**src/rtl/bc3n_pkg.sv**
```systemverilog
// ----------------------------------------------------------------------------
// bc3n_pkg
// Shared types, constants and arithmetic helpers for the BC3 normal map to
// BC7 mode 5 transcoder.
// ----------------------------------------------------------------------------
`default_nettype none

package bc3n_pkg;

  typedef struct packed {
    logic        last_block;
    logic [63:0] color_half;
    logic [63:0] alpha_half;
  } src_t;

  typedef struct packed {
    logic        end_of_run;
    logic [63:0] bc7_high;
    logic [63:0] bc7_low;
  } result_t;

  // bc7 mode 5 header and fixed channels
  localparam logic [5:0] BC7_MODE5  = 6'b100000;
  localparam logic [1:0] BC7_ROT    = 2'b00;
  localparam logic [6:0] RED_END    = 7'd127;
  localparam logic [6:0] BLUE_END   = 7'd0;

  // 2-bit interpolation weights
  localparam logic [6:0] W_ONE      = 7'd21;
  localparam logic [6:0] W_TWO      = 7'd43;
  localparam logic [6:0] W_FULL     = 7'd64;
  localparam logic [6:0] W_ROUND    = 7'd32;

  // cycles from an accepted start to the done strobe
  localparam int PIPE_DEPTH = 5;

  // truncating divide of a value below 1792 by 7
  function automatic logic [7:0] div7(input logic [10:0] n);
    logic [22:0] p;
    p = 23'(n) * 23'd2341;
    return p[21:14];
  endfunction

  // truncating divide of a value below 1280 by 5
  function automatic logic [7:0] div5(input logic [10:0] n);
    logic [22:0] p;
    p = 23'(n) * 23'd3277;
    return p[21:14];
  endfunction

  // truncating divide of a value below 768 by 3
  function automatic logic [7:0] div3(input logic [9:0] n);
    logic [19:0] p;
    p = 20'(n) * 20'd683;
    return p[18:11];
  endfunction

  // g6 * 255 / 63, which is 4*g6 + g6/21
  function automatic logic [7:0] g_expand(input logic [5:0] g6);
    logic [1:0] third;
    if (g6 >= 6'd63) begin
      third = 2'd3;
    end else if (g6 >= 6'd42) begin
      third = 2'd2;
    end else if (g6 >= 6'd21) begin
      third = 2'd1;
    end else begin
      third = 2'd0;
    end
    return {g6, 2'b00} + {6'd0, third};
  endfunction

  // (lo*wlo + hi*whi + 32) >> 6
  function automatic logic [7:0] interp(input logic [7:0] lo, input logic [7:0] hi,
                                        input logic [6:0] wlo, input logic [6:0] whi);
    logic [13:0] s;
    s = 14'(lo) * 14'(wlo) + 14'(hi) * 14'(whi) + 14'(W_ROUND);
    return s[13:6];
  endfunction

endpackage

`default_nettype wire

```
**src/rtl/bc3n_fit.sv**
```systemverilog
// ----------------------------------------------------------------------------
// bc3n_fit
// Picks the nearest of four interpolated levels for sixteen texels and flips
// all indices and raises swap when the anchor texel lands in the upper half.
// ----------------------------------------------------------------------------
`default_nettype none

module bc3n_fit
  import bc3n_pkg::*;
(
  input  logic [15:0][7:0] vals,
  input  logic [7:0]       lo,
  input  logic [7:0]       hi,
  output logic [15:0][1:0] idx,
  output logic             swap
);

  logic [3:0][7:0]  level;
  logic [15:0][1:0] pick;

  always_comb begin
    level[0] = lo;
    level[1] = interp(lo, hi, W_TWO, W_ONE);
    level[2] = interp(lo, hi, W_ONE, W_TWO);
    level[3] = hi;
  end

  always_comb begin
    logic [7:0] err;
    logic [7:0] best;
    for (int t = 0; t < 16; t++) begin
      best    = (vals[t] > level[0]) ? vals[t] - level[0] : level[0] - vals[t];
      pick[t] = 2'd0;
      for (int i = 1; i < 4; i++) begin
        err = (vals[t] > level[i]) ? vals[t] - level[i] : level[i] - vals[t];
        if (err < best) begin
          best    = err;
          pick[t] = 2'(i);
        end
      end
    end
  end

  // anchor must fit in one bit
  assign swap = pick[0][1];

  always_comb begin
    for (int t = 0; t < 16; t++) begin
      idx[t] = swap ? ~pick[t] : pick[t];
    end
  end

endmodule

`default_nettype wire

```
**config.mk**
```make
export PLATFORM = sky130hd
export DESIGN_NAME = bc3n_fit
export DESIGN_NICKNAME = d
export VERILOG_FILES = /design/src/rtl/bc3n_pkg.sv /design/src/rtl/bc3n_fit.sv
export SDC_FILE = /design/constraint.sdc
export NUM_CORES = 2
export LEC_CHECK = 0
export BUFFER_PORTS_ARGS = -buffer_cell sky130_fd_sc_hd__buf_2
export CORE_AREA = 2 2 285 287
export DETAILED_ROUTE_END_ITERATION = 10
export DIE_AREA = 0 0 287 289
export PLACE_DENSITY_LB_ADDON = 0.15
export SLEW_MARGIN = 20
export SYNTH_ARGS = -nofsm -noshare
export SYNTH_HDL_FRONTEND = slang
export SYNTH_SLANG_ARGS = --single-unit
```
**constraint.sdc**
```tcl
create_clock -name vclk -period 16.5
set_input_delay 0.825 -clock vclk [all_inputs]
set_output_delay 0.825 -clock vclk [all_outputs]
set_load 0.05 [all_outputs]
```
==> key figures <==
Outcome
  – Run status: complete, no violations

Finish
  – Fillers: approximately 7000
  – Fraction of layout instances using a drive strength above 1: under 10%
  – P&R area growth vs syn: 5.383%
  – Fin area: 54230 um2
  – Num sequential: 0
  – Commonest non-fill, non-tap cells in the layout: 1342 x ha_1, 595 x inv_1, 473 x a21oi_1
  – Most common cell after layout, fill and taps aside: ha_1
  – Nets@finish: 8224
  – Clock buffer count in the final layout: 0
  – Reg area: 0 um2

Timing
  – Min Tclk post-route: 15.34 ns
  – Fin. Hold Viols: 0
  – Setup violations, final: 0
  – Slew Limit Fails: 0
  – RSZ-0062 raised after global routing: no
  – Actual slew at the worst max-slew pin: between 1 and 1.5 ns
  – Sum Neg Setup Slack: 0 ns
  – Final Cycle Share: 92.99%
  – Slew margin rel.: around a fifth
  – Max Clk Rate: roughly 65 MHz
  – Setup slack after layout: roughly 1.2 ns

Floorplan
  – Die footprint: between 80000 and 90000 um2
  – Die height: about 290 um
  – # IOs: 177
  – Initial Utilization: 64.41%
  – Die X: 287 um
  – # rows: 104
  – Core area: around 80000 um2

Global route
  – First-pass GRT wire length: roughly 280 mm
  – Initial antenna violation count: 22
  – Total Routing Usage GR: 44.58%
  – Largest net degree at the start of global routing: 26
  – Met1 global-route usage: between 50% and 60%
  – Grt peak-use layer: met2
  – Gr ovfl total: 0
  – Vias in the first global route: 47704
  – Met3 Resource Use GR: a little under a tenth
  – Grt met2 use: about two thirds

Synthesis
  – Mapped Nets: a little over 8000
  – Mapped Area: just over 50000 um2
  – Post-synth cell types: 110
  – Post-Synthesis Cells: between 6000 and 7000
  – Yosys warns: 0
  – Post-Syn Area per Cell: between 8 and 9 um2
  – Sequential-to-total area share from yosys stat: 0%

Clock network
  – # hold bufs at CTS: 0
  – Post-CTS Setup Inserts: 0
  – PostCTS Resize Cnt: 0

Place
  – Placed wire-length estimate: about 150 mm
  – Placed Area: roughly 54000 um2
  – Dpl ws: around 1.4 ns
  – # port buffers: roughly 180
  – Final RePlAce weighted congestion: approximately 1.0

Detailed routing
  – DRT antenna net count: 0
  – Vias per cell: ~6.6
  – Starting DRT DRC Count: between 5000 and 6000
  – Via count: between 50000 and 60000
  – Routed wire per std cell: between 20 and 30 um
  – Final WL: approximately 190 mm
  – DRC errors left: 0
  – DR pass1 iterations: 7

Job
  – Max-Cap Viols: 0

Worst setup path
  – CP Class: input pin to primary output
  – Buf/Inv on CP: 6
  – CP most frequent cell: ha_1
  – CP startpoint kind: input pin
  – Worst setup EP type: primary output
  – CP max-delay cell: inv_1
  – Top fanout value on the critical path: 14
  – CP top delay family: compound AO/OA/AOI/OAI gates
  – Worst path arrival time: around 15 ns
  – CP Data Required Time: about 16 ns
  – Largest stage delay, worst path: 0.68 ns

Hold path
  – Worst hold path type: input pin to primary output
through the flow:
stage                     hold WS [ns]  utilization [%]  cells
after floorplan                  2.295                -   6375
after global routing             2.897            67.86   7615
final                            2.823            67.87   7620
after CTS                        2.808            67.80   7608
after global placement           2.786            67.80   7608
after detailed placement         2.800            67.80   7608
layout make-up:
class | instances | area, um2 | share of cell area [%]
multi-input cells | 5646 | 48820 | 90.03
inverters | 617 | 2316 | 4.271
repair buffers | 285 | 1732 | 3.193
well taps | 1060 | 1326 | 2.446
diodes | 12 | 30.03 | 0.05537
logic make-up (layout without fill, tap and decap cells):
kind of cell | count (synthesis) | after routing | synth area share, %
buffers and inverters | 729 | 902 | 5.568
other | 1 | 13 | 0.007287
AO/OA/AOI/OAI | 1832 | 1832 | 23.25
XOR/XNOR | 433 | 433 | 7.453
AND/OR/NAND/NOR | 1321 | 1321 | 13.02
multiplexers | 510 | 510 | 10.38
adder cells (fa/ha/maj) | 1549 | 1549 | 40.33
cells in the mapped netlist (24+ instances only):
master | number | share of area (%)
a221oi_1 | 24 | 0.41
o21ai_0 | 426 | 4.1
a21boi_0 | 30 | 0.44
fa_1 | 188 | 7.3
nand3_1 | 65 | 0.63
nor3_1 | 32 | 0.31
nor2b_1 | 229 | 2.8
ha_1 | 1342 | 33
clkbuf_1 | 53 | 0.39
a21oi_1 | 474 | 4.6
nor2_1 | 293 | 2.1
nand2b_1 | 98 | 1.2
nand4_1 | 150 | 1.8
nand2_1 | 319 | 2.3
o22a_1 | 25 | 0.43
mux2i_1 | 347 | 6.7
o21a_1 | 82 | 1.2
a221o_1 | 32 | 0.62
a31oi_1 | 41 | 0.50
mux2_2 | 149 | 3.3
and2_1 | 42 | 0.51
o211ai_1 | 29 | 0.42
inv_1 | 616 | 4.5
xnor2_1 | 263 | 4.5
xor2_1 | 167 | 2.8
a21o_1 | 315 | 4.6
a211oi_1 | 86 | 1.3
o21bai_1 | 34 | 0.50
buf_2 | 27 | 0.26
tightest hold or removal path, delay by kind of cell:
kind | cells | cell delay, ns
fa+ha+maj | 2 | 0.41
buf+inv | 2 | 0.38
xor+xnor | 2 | 0.20
compound gates | 1 | 0.17
per-layer routing:
metal	vias up	wire length (um)
met2	2762	79730
met5	-	72
li1	23371	-
met1	23728	76110
met4	12	13370
met3	701	23110
worst paths after layout:
kind / end / startpoint / cells after the start
worst max-delay path: idx[21] / hi[2] / 54
worst min-delay path: idx[29] / vals[119] / 7
Power is not shown: default switching activity piles up to over one toggle a cycle in this logic, so the estimate is an artifact.
